[src/rtl/lkv_pkg.sv]
// ----------------------------------------------------------------------------
// lkv_pkg
// Shared codes and types for the linear key/value table.
// ----------------------------------------------------------------------------
package lkv_pkg;

  localparam int FIELD_WIDTH = 32;
  localparam int COUNT_FIELD_WIDTH = 5;

  localparam logic [1:0] OP_INSERT = 2'd0;
  localparam logic [1:0] OP_LOOKUP = 2'd1;
  localparam logic [1:0] OP_REMOVE = 2'd2;

  localparam logic [1:0] STAT_OK        = 2'd0;
  localparam logic [1:0] STAT_NOT_FOUND = 2'd1;
  localparam logic [1:0] STAT_DUPLICATE = 2'd2;
  localparam logic [1:0] STAT_FULL      = 2'd3;

  typedef enum logic [2:0] {
    S_CLEAR,
    S_IDLE,
    S_SCAN,
    S_UPDATE,
    S_DONE
  } state_t;

endpackage

[src/rtl/lkv_mem.sv]
// ----------------------------------------------------------------------------
// lkv_mem
// Entry memory: one write port, one read port with registered read data.
// ----------------------------------------------------------------------------
module lkv_mem #(
  parameter int DEPTH = 16,
  parameter int WIDTH = 65
) (
  input  logic                     clk,
  input  logic                     we,
  input  logic [$clog2(DEPTH)-1:0] waddr,
  input  logic [WIDTH-1:0]         wdata,
  input  logic                     re,
  input  logic [$clog2(DEPTH)-1:0] raddr,
  output logic [WIDTH-1:0]         rdata
);

  logic [WIDTH-1:0] mem [DEPTH];
  logic [WIDTH-1:0] rdata_r;

  always_ff @(posedge clk) begin
    if (we) begin
      mem[waddr] <= wdata;
    end
  end

  always_ff @(posedge clk) begin
    if (re) begin
      rdata_r <= mem[raddr];
    end
  end

  assign rdata = rdata_r;

endmodule

[src/rtl/linear_key_value_table.sv]
// ----------------------------------------------------------------------------
// linear_key_value_table
// Unique-key table with insert, lookup and remove by linear search.
// ----------------------------------------------------------------------------
// Each word is one operation. The block takes one word at a time: after
// acceptance it reads every slot of the entry memory, one slot per cycle
// through its single read port, and checks it in one shared key comparator,
// noting the matching slot and the lowest free slot. An update state then
// writes the memory and the entry count, and a done state loads the result
// register once the output register is free. The registered read adds a
// step to the scan. in_ready returns as soon as the result is loaded, even
// while it waits to be taken. A result still waiting in the output register
// holds the next one back until it is taken. After reset the block clears
// the slot valid flags in the memory, with in_ready low.
// ----------------------------------------------------------------------------
module linear_key_value_table #(
  parameter int TABLE_DEPTH = 16,
  parameter int KEY_WIDTH   = 32,
  parameter int VALUE_WIDTH = 32
) (
  input  logic        clk,
  input  logic        rst_n,
  input  logic        in_valid,
  output logic        in_ready,
  input  logic [1:0]  in_operation,
  input  logic [31:0] in_key,
  input  logic [31:0] in_value,
  output logic        out_valid,
  input  logic        out_ready,
  output logic [1:0]  out_status,
  output logic        out_hit,
  output logic [31:0] out_found_value,
  output logic [4:0]  out_entry_count
);

  localparam int FW = lkv_pkg::FIELD_WIDTH;
  localparam int KW = (KEY_WIDTH < FW) ? KEY_WIDTH : FW;
  localparam int VW = (VALUE_WIDTH < FW) ? VALUE_WIDTH : FW;
  localparam int MW = 1 + KW + VW;
  localparam int AW = $clog2(TABLE_DEPTH);
  localparam int CW = $clog2(TABLE_DEPTH + 1);
  localparam int EW = (CW > lkv_pkg::COUNT_FIELD_WIDTH) ? CW : lkv_pkg::COUNT_FIELD_WIDTH;
  localparam logic [AW:0] SCAN_END  = (AW + 1)'(TABLE_DEPTH);
  localparam logic [AW:0] CLEAR_END = (AW + 1)'(TABLE_DEPTH - 1);

  lkv_pkg::state_t state_r, state_nxt;

  logic [AW:0]   sc_r;
  logic          rd_pend_r;
  logic [AW-1:0] rd_idx_r;
  logic [1:0]    op_r;
  logic [KW-1:0] key_r;
  logic [VW-1:0] val_r;
  logic          found_r;
  logic [AW-1:0] slot_r;
  logic [VW-1:0] fval_r;
  logic          free_found_r;
  logic [AW-1:0] free_slot_r;
  logic [CW-1:0] count_r;

  logic        out_valid_r;
  logic [1:0]  out_status_r;
  logic        out_hit_r;
  logic [31:0] out_found_value_r;
  logic [4:0]  out_entry_count_r;

  logic          mem_we;
  logic [AW-1:0] mem_waddr;
  logic [MW-1:0] mem_wdata;
  logic          mem_re;
  logic [MW-1:0] mem_rdata;

  logic          rd_used;
  logic [KW-1:0] rd_key;
  logic [VW-1:0] rd_val;
  logic          key_match;
  logic          do_insert;
  logic          do_remove;
  logic          accept;
  logic          load_out;
  logic [1:0]    res_status;
  logic          res_hit;
  logic [31:0]   res_found;
  logic [EW-1:0] count_ext;

  lkv_mem #(
    .DEPTH(TABLE_DEPTH),
    .WIDTH(MW)
  ) u_mem (
    .clk  (clk),
    .we   (mem_we),
    .waddr(mem_waddr),
    .wdata(mem_wdata),
    .re   (mem_re),
    .raddr(sc_r[AW-1:0]),
    .rdata(mem_rdata)
  );

  assign rd_used   = mem_rdata[MW-1];
  assign rd_key    = mem_rdata[MW-2 -: KW];
  assign rd_val    = mem_rdata[VW-1:0];
  assign key_match = rd_used && (rd_key == key_r);

  assign do_insert = (op_r == lkv_pkg::OP_INSERT) && !found_r && free_found_r;
  assign do_remove = (op_r == lkv_pkg::OP_REMOVE) && found_r;

  assign in_ready = (state_r == lkv_pkg::S_IDLE);
  assign accept   = in_valid && in_ready;
  assign load_out = (state_r == lkv_pkg::S_DONE) && (!out_valid_r || out_ready);

  // sequencer
  always_comb begin
    state_nxt = state_r;
    mem_we    = 1'b0;
    mem_waddr = sc_r[AW-1:0];
    mem_wdata = '0;
    mem_re    = 1'b0;
    case (state_r)
      lkv_pkg::S_CLEAR: begin
        mem_we = 1'b1;
        if (sc_r == CLEAR_END) begin
          state_nxt = lkv_pkg::S_IDLE;
        end
      end
      lkv_pkg::S_IDLE: begin
        if (in_valid) begin
          state_nxt = lkv_pkg::S_SCAN;
        end
      end
      lkv_pkg::S_SCAN: begin
        mem_re = (sc_r != SCAN_END);
        if (sc_r == SCAN_END) begin
          state_nxt = lkv_pkg::S_UPDATE;
        end
      end
      lkv_pkg::S_UPDATE: begin
        if (do_insert) begin
          mem_we    = 1'b1;
          mem_waddr = free_slot_r;
          mem_wdata = {1'b1, key_r, val_r};
        end else if (do_remove) begin
          mem_we    = 1'b1;
          mem_waddr = slot_r;
        end
        state_nxt = lkv_pkg::S_DONE;
      end
      lkv_pkg::S_DONE: begin
        if (load_out) begin
          state_nxt = lkv_pkg::S_IDLE;
        end
      end
      default: begin
        state_nxt = lkv_pkg::S_IDLE;
      end
    endcase
  end

  always_ff @(posedge clk) begin
    if (!rst_n) begin
      state_r <= lkv_pkg::S_CLEAR;
    end else begin
      state_r <= state_nxt;
    end
  end

  // scan / clear counter and read tracking
  always_ff @(posedge clk) begin
    if (!rst_n) begin
      sc_r      <= '0;
      rd_pend_r <= 1'b0;
    end else begin
      rd_pend_r <= mem_re;
      if (accept) begin
        sc_r <= '0;
      end else if (mem_re || state_r == lkv_pkg::S_CLEAR) begin
        sc_r <= sc_r + 1'b1;
      end
    end
  end

  always_ff @(posedge clk) begin
    if (mem_re) begin
      rd_idx_r <= sc_r[AW-1:0];
    end
  end

  // input word capture
  always_ff @(posedge clk) begin
    if (accept) begin
      op_r  <= in_operation;
      key_r <= in_key[KW-1:0];
      val_r <= in_value[VW-1:0];
    end
  end

  // shared compare: first match and lowest free slot
  always_ff @(posedge clk) begin
    if (!rst_n) begin
      found_r      <= 1'b0;
      free_found_r <= 1'b0;
    end else if (accept) begin
      found_r      <= 1'b0;
      free_found_r <= 1'b0;
    end else if (rd_pend_r) begin
      if (key_match && !found_r) begin
        found_r <= 1'b1;
      end
      if (!rd_used && !free_found_r) begin
        free_found_r <= 1'b1;
      end
    end
  end

  always_ff @(posedge clk) begin
    if (rd_pend_r && key_match && !found_r) begin
      slot_r <= rd_idx_r;
      fval_r <= rd_val;
    end
    if (rd_pend_r && !rd_used && !free_found_r) begin
      free_slot_r <= rd_idx_r;
    end
  end

  always_ff @(posedge clk) begin
    if (!rst_n) begin
      count_r <= '0;
    end else if (state_r == lkv_pkg::S_UPDATE) begin
      if (do_insert) begin
        count_r <= count_r + 1'b1;
      end else if (do_remove) begin
        count_r <= count_r - 1'b1;
      end
    end
  end

  // result formation
  always_comb begin
    res_status = lkv_pkg::STAT_OK;
    res_hit    = 1'b0;
    res_found  = '0;
    case (op_r)
      lkv_pkg::OP_INSERT: begin
        res_hit = found_r;
        if (found_r) begin
          res_status = lkv_pkg::STAT_DUPLICATE;
        end else if (!free_found_r) begin
          res_status = lkv_pkg::STAT_FULL;
        end
      end
      lkv_pkg::OP_LOOKUP: begin
        res_hit = found_r;
        if (found_r) begin
          res_found = FW'(fval_r);
        end else begin
          res_status = lkv_pkg::STAT_NOT_FOUND;
        end
      end
      lkv_pkg::OP_REMOVE: begin
        res_hit = found_r;
        if (!found_r) begin
          res_status = lkv_pkg::STAT_NOT_FOUND;
        end
      end
      default: begin
        res_status = lkv_pkg::STAT_OK;
      end
    endcase
  end

  assign count_ext = EW'(count_r);

  // output register
  always_ff @(posedge clk) begin
    if (!rst_n) begin
      out_valid_r <= 1'b0;
    end else if (load_out) begin
      out_valid_r <= 1'b1;
    end else if (out_ready) begin
      out_valid_r <= 1'b0;
    end
  end

  always_ff @(posedge clk) begin
    if (load_out) begin
      out_status_r      <= res_status;
      out_hit_r         <= res_hit;
      out_found_value_r <= res_found;
      out_entry_count_r <= count_ext[lkv_pkg::COUNT_FIELD_WIDTH-1:0];
    end
  end

  assign out_valid       = out_valid_r;
  assign out_status      = out_status_r;
  assign out_hit         = out_hit_r;
  assign out_found_value = out_found_value_r;
  assign out_entry_count = out_entry_count_r;

endmodule

[config.mk]
export PLATFORM = sky130hd
export DESIGN_NAME = linear_key_value_table
export DESIGN_NICKNAME = d
export VERILOG_FILES = /design/src/rtl/lkv_pkg.sv /design/src/rtl/lkv_mem.sv /design/src/rtl/linear_key_value_table.sv
export SDC_FILE = /design/constraint.sdc
export NUM_CORES = 1
export LEC_CHECK = 0
export BUFFER_PORTS_ARGS = -buffer_cell sky130_fd_sc_hd__buf_4
export CAP_MARGIN = 0
export CORE_ASPECT_RATIO = 0.75
export CORE_MARGIN = 5
export CORE_UTILIZATION = 55
export DETAILED_ROUTE_END_ITERATION = 8
export PLACE_DENSITY_LB_ADDON = 0.1
export SLEW_MARGIN = 10
export SYNTH_ARGS = -nofsm -noshare
export SYNTH_HDL_FRONTEND = slang
export SYNTH_SLANG_ARGS = --single-unit
[constraint.sdc]
create_clock -name clk -period 8.5 [get_ports clk]
set_input_delay 0.425 -clock clk [delete_from_list [all_inputs] [get_ports clk]]
set_output_delay 0.425 -clock clk [all_outputs]
set_load 0.02 [all_outputs]
==> flow_metrics.py <==
metrics = {
    "synthesis": {
        "synth.avg_cell_area_um2": 22.0,
        "synth_top_area_share_pct": 78.1,
        "synthDistinctLibCells": 51,
        "ys_async_sr_fraction_pct": 0,
        "synth_nets": 2273,
        "synth_area_um2": 48200,
        "syn_inst": 2192,
        "yosysTopAreaCell": "edfxtp_1",
        "ys_ff_latch": 1272,
        "synth-edff-count": 1255,
        "synth_flop_cell": "edfxtp_1",
        "synth_seq_area_share_pct": 78.8,
        "yosys-top-cells-count": "edfxtp_1, mux4_2, and3_1, a21oi_1, mux2i_1",
        "synth_area_leaders": "edfxtp_1, mux4_2, mux2i_1",
        "synth_warnings": 0,
        "synth_most_common_cell": "edfxtp_1",
    },
    "place": {
        "dp_hpwl_um": 54800,
        "numPortBuffers": 111,
        "gp_congestion": 0.767,
    },
    "routing": {
        "wl_per_cell_um": 29.2,
        "drc": 0,
        "first_iter_violations": 2261,
        "dr_total_vias": 22737,
        "first_pass_iters": 5,
        "via_per_inst": 6.21,
        "final_antenna_net_count": 0,
        "wl_um": 107000,
    },
    "clock_tree": {
        "cts.reportedPaths.clkPinSlew_ns": 0.06,
        "cts_setup_buffers": 0,
        "clock-sinks": 1272,
        "clk-insertion-delay-late_ns": 0.70,
        "clockBufferDepth": 3,
        "root_buffer": "clkbuf_16",
        "htreeDepth": 3,
        "cts_made_buffers": 116,
        "cts_tree": "done",
    },
    "outcome": {
        "status": "complete, no violations",
    },
    "pwr": {
        "seqPwrFrac_pct": 54.9,
        "swShare_pct": 21.1,
        "leakage_nw": 16.1,
        "finalPower_mw": 12.8,
        "power_frac_clock_pct": 39.1,
        "intPower_mw": 10.1,
        "vdd_drop_max_mv": 0.190,
        "power_density_nw_per_um2": 234,
        "p_sw_mw": 2.70,
        "combPwrFrac_pct": 5.9,
    },
    "worst_setup_path": {
        "cp.required_ns": 8.81,
        "cp-end-kind": "flip-flop",
        "crit_fanout": 67,
        "critical_path_class": "reg -> reg",
        "start_kind": "flip-flop",
        "crit_arrival_ns": 5.65,
    },
    "floorplan": {
        "dieArea_um2": 93800,
        "die_y_um": 266,
        "std_cell_rows": 94,
        "die_x_um": 352,
        "initial_utilization_pct": 55.2,
        "num_io_pins": 112,
        "core_area_um2": 87400,
    },
    "timing": {
        "max-slew-margin-rel_pct": 16.7,
        "worst_pin_slew_ns": 1.25,
        "rsz0062_at_grt": "false",
        "fin_crit_sh_pct": 62.8,
        "fmax_mhz": 187,
        "period_minus_slack_ns": 5.34,
        "hold_viol_final": 0,
        "skew_ns": 0.0316,
        "slew_violations": 0,
        "fin_setup_tns_ns": 0,
        "setup_viol": 0,
    },
    "finish": {
        "nets": 2491,
        "area_growth_pct": 13.5,
        "n_antenna_cell": 0,
        "drive_above_1_share_pct": 24.5,
        "fin_util_pct": 62.6,
    },
    "global_route": {
        "grt_usage_pct": 22.9,
        "top_usage_layer": "met1",
        "use_met1_pct": 36.4,
        "grt-ovfl-total": 0,
        "use_met2_pct": 33.5,
        "global_route.usage.met3_pct": 4.76,
        "grt_pass1_vias": 23123,
        "grt_pass1_wl_um": 158000,
        "grt_max_degree": 99,
        "antenna_found_initial": 1,
    },
    "min_path": {
        "min_path_type": "in -> reg",
    },
    "run": {
        "maxCapViolCount": 0,
    },
}
what timing repair did:
item / in CTS / in global routing
hold buffers: 67 / 0
resized for setup: 0 / 0
hold endpoints to repair: 67 / 0
kinds of logic (layout without fill, tap and decap cells):
| kind of cell | after synthesis | after routing | synth area share (%) |
|---|---|---|---|
| mux | 328 | 328 | 13.5 |
| xor+xnor | 38 | 38 | 0.690 |
| simple gates | 246 | 246 | 3.09 |
| flops | 1272 | 1272 | 78.8 |
| compound gates | 162 | 162 | 2.18 |
| fa+ha+maj | 11 | 11 | 0.301 |
| buf+inv | 135 | 451 | 1.35 |
per-layer routing:
layer / up-vias / share of wire, %
li1: 9561 / -
met1: 12145 / 46
met2: 890 / 44
met3: 141 / 7.9
met4: 0 / 2.0
met5: - / 0
sequential cells by signal (all words and copies together) (netlist names), 4 cells and up:
| signal | cells |
|---|---|
| u_mem.mem | 1040 |
| u_mem.rdata | 65 |
| fval_r | 32 |
| key_r | 32 |
| out_found_value | 32 |
| val_r | 32 |
| count_ext | 5 |
| out_entry_count | 5 |
| sc_r | 5 |
| free_slot_r | 4 |
| rd_idx_r | 4 |
| slot_r | 4 |
layout by cell type, fill, tap and decap left out, types with 31 or more instances in the layout:
cell type      count
clkbuf_16        117
xor2_1            31
and2_1            64
a21oi_1           73
a211oi_1          66
mux4_2           260
edfxtp_1        1255
dlygate4sd3_1     67
and3_1           100
mux2i_1           68
buf_4            153
path summary, 6_finish.rpt:
| check | depth (start not counted) | slack [ns] | startpoint | to |
|---|---|---|---|---|
| min | 4 | 0.16 | in_valid | state_r[0] |
| min reg2reg | 0 | 0.40 | u_mem.rdata[19] | fval_r[19] |
| max reg2reg | 10 | 3.16 | op_r[0] | u_mem.mem[7][38] |
| max | 10 | 3.16 | op_r[0] | u_mem.mem[7][38] |
area by class of cell:
type	count	area [µm²]
Inverter	13	48.8
Tap cell	1152	1440
Fill cell	5891	32600
Clock buffer	142	3020
Multi-Input combinational cell	785	9700
Timing Repair Buffer	222	1860
Sequential cell	1272	38000
Clock inverter	74	626
critical path, cell delays in order (launching register included):
cell      delay, ns
edfxtp_1       0.43
inv_1          0.12
ha_1           0.19
and3b_2        0.18
buf_4          0.77
inv_2          0.22
a21oi_4        0.45
o221ai_1       0.37
or3_1          0.51
nor2_4         0.91
buf_4          0.76
through the flow:
stage | area, µm² | worst slack (ns) | hold slack, ns | std cells
floorplan | 48200 | 0.716 | 0.400 | 2192
global placement | 50400 | 3.39 | 0.403 | 3377
detailed placement | 50400 | 3.26 | 0.405 | 3377
CTS | 54700 | 3.24 | 0.107 | 3660
global route | 54700 | 2.98 | 0.153 | 3660
finish | 54700 | 3.16 | 0.156 | 3660
power by group through the flow:
stage / sequential, mW / clock (mW) / combinational, mW
2_1_floorplan: 7.14 / 0 / 0.526
3_3_place_gp: 7.15 / 0 / 0.736
3_5_place_dp: 7.16 / 0 / 0.742
4_1_cts: 7.03 / 5.11 / 0.769
5_1_grt: 7.04 / 5.40 / 0.816
6_report: 7.03 / 5.01 / 0.760
Note: power is estimated with default switching activity, not from simulation.
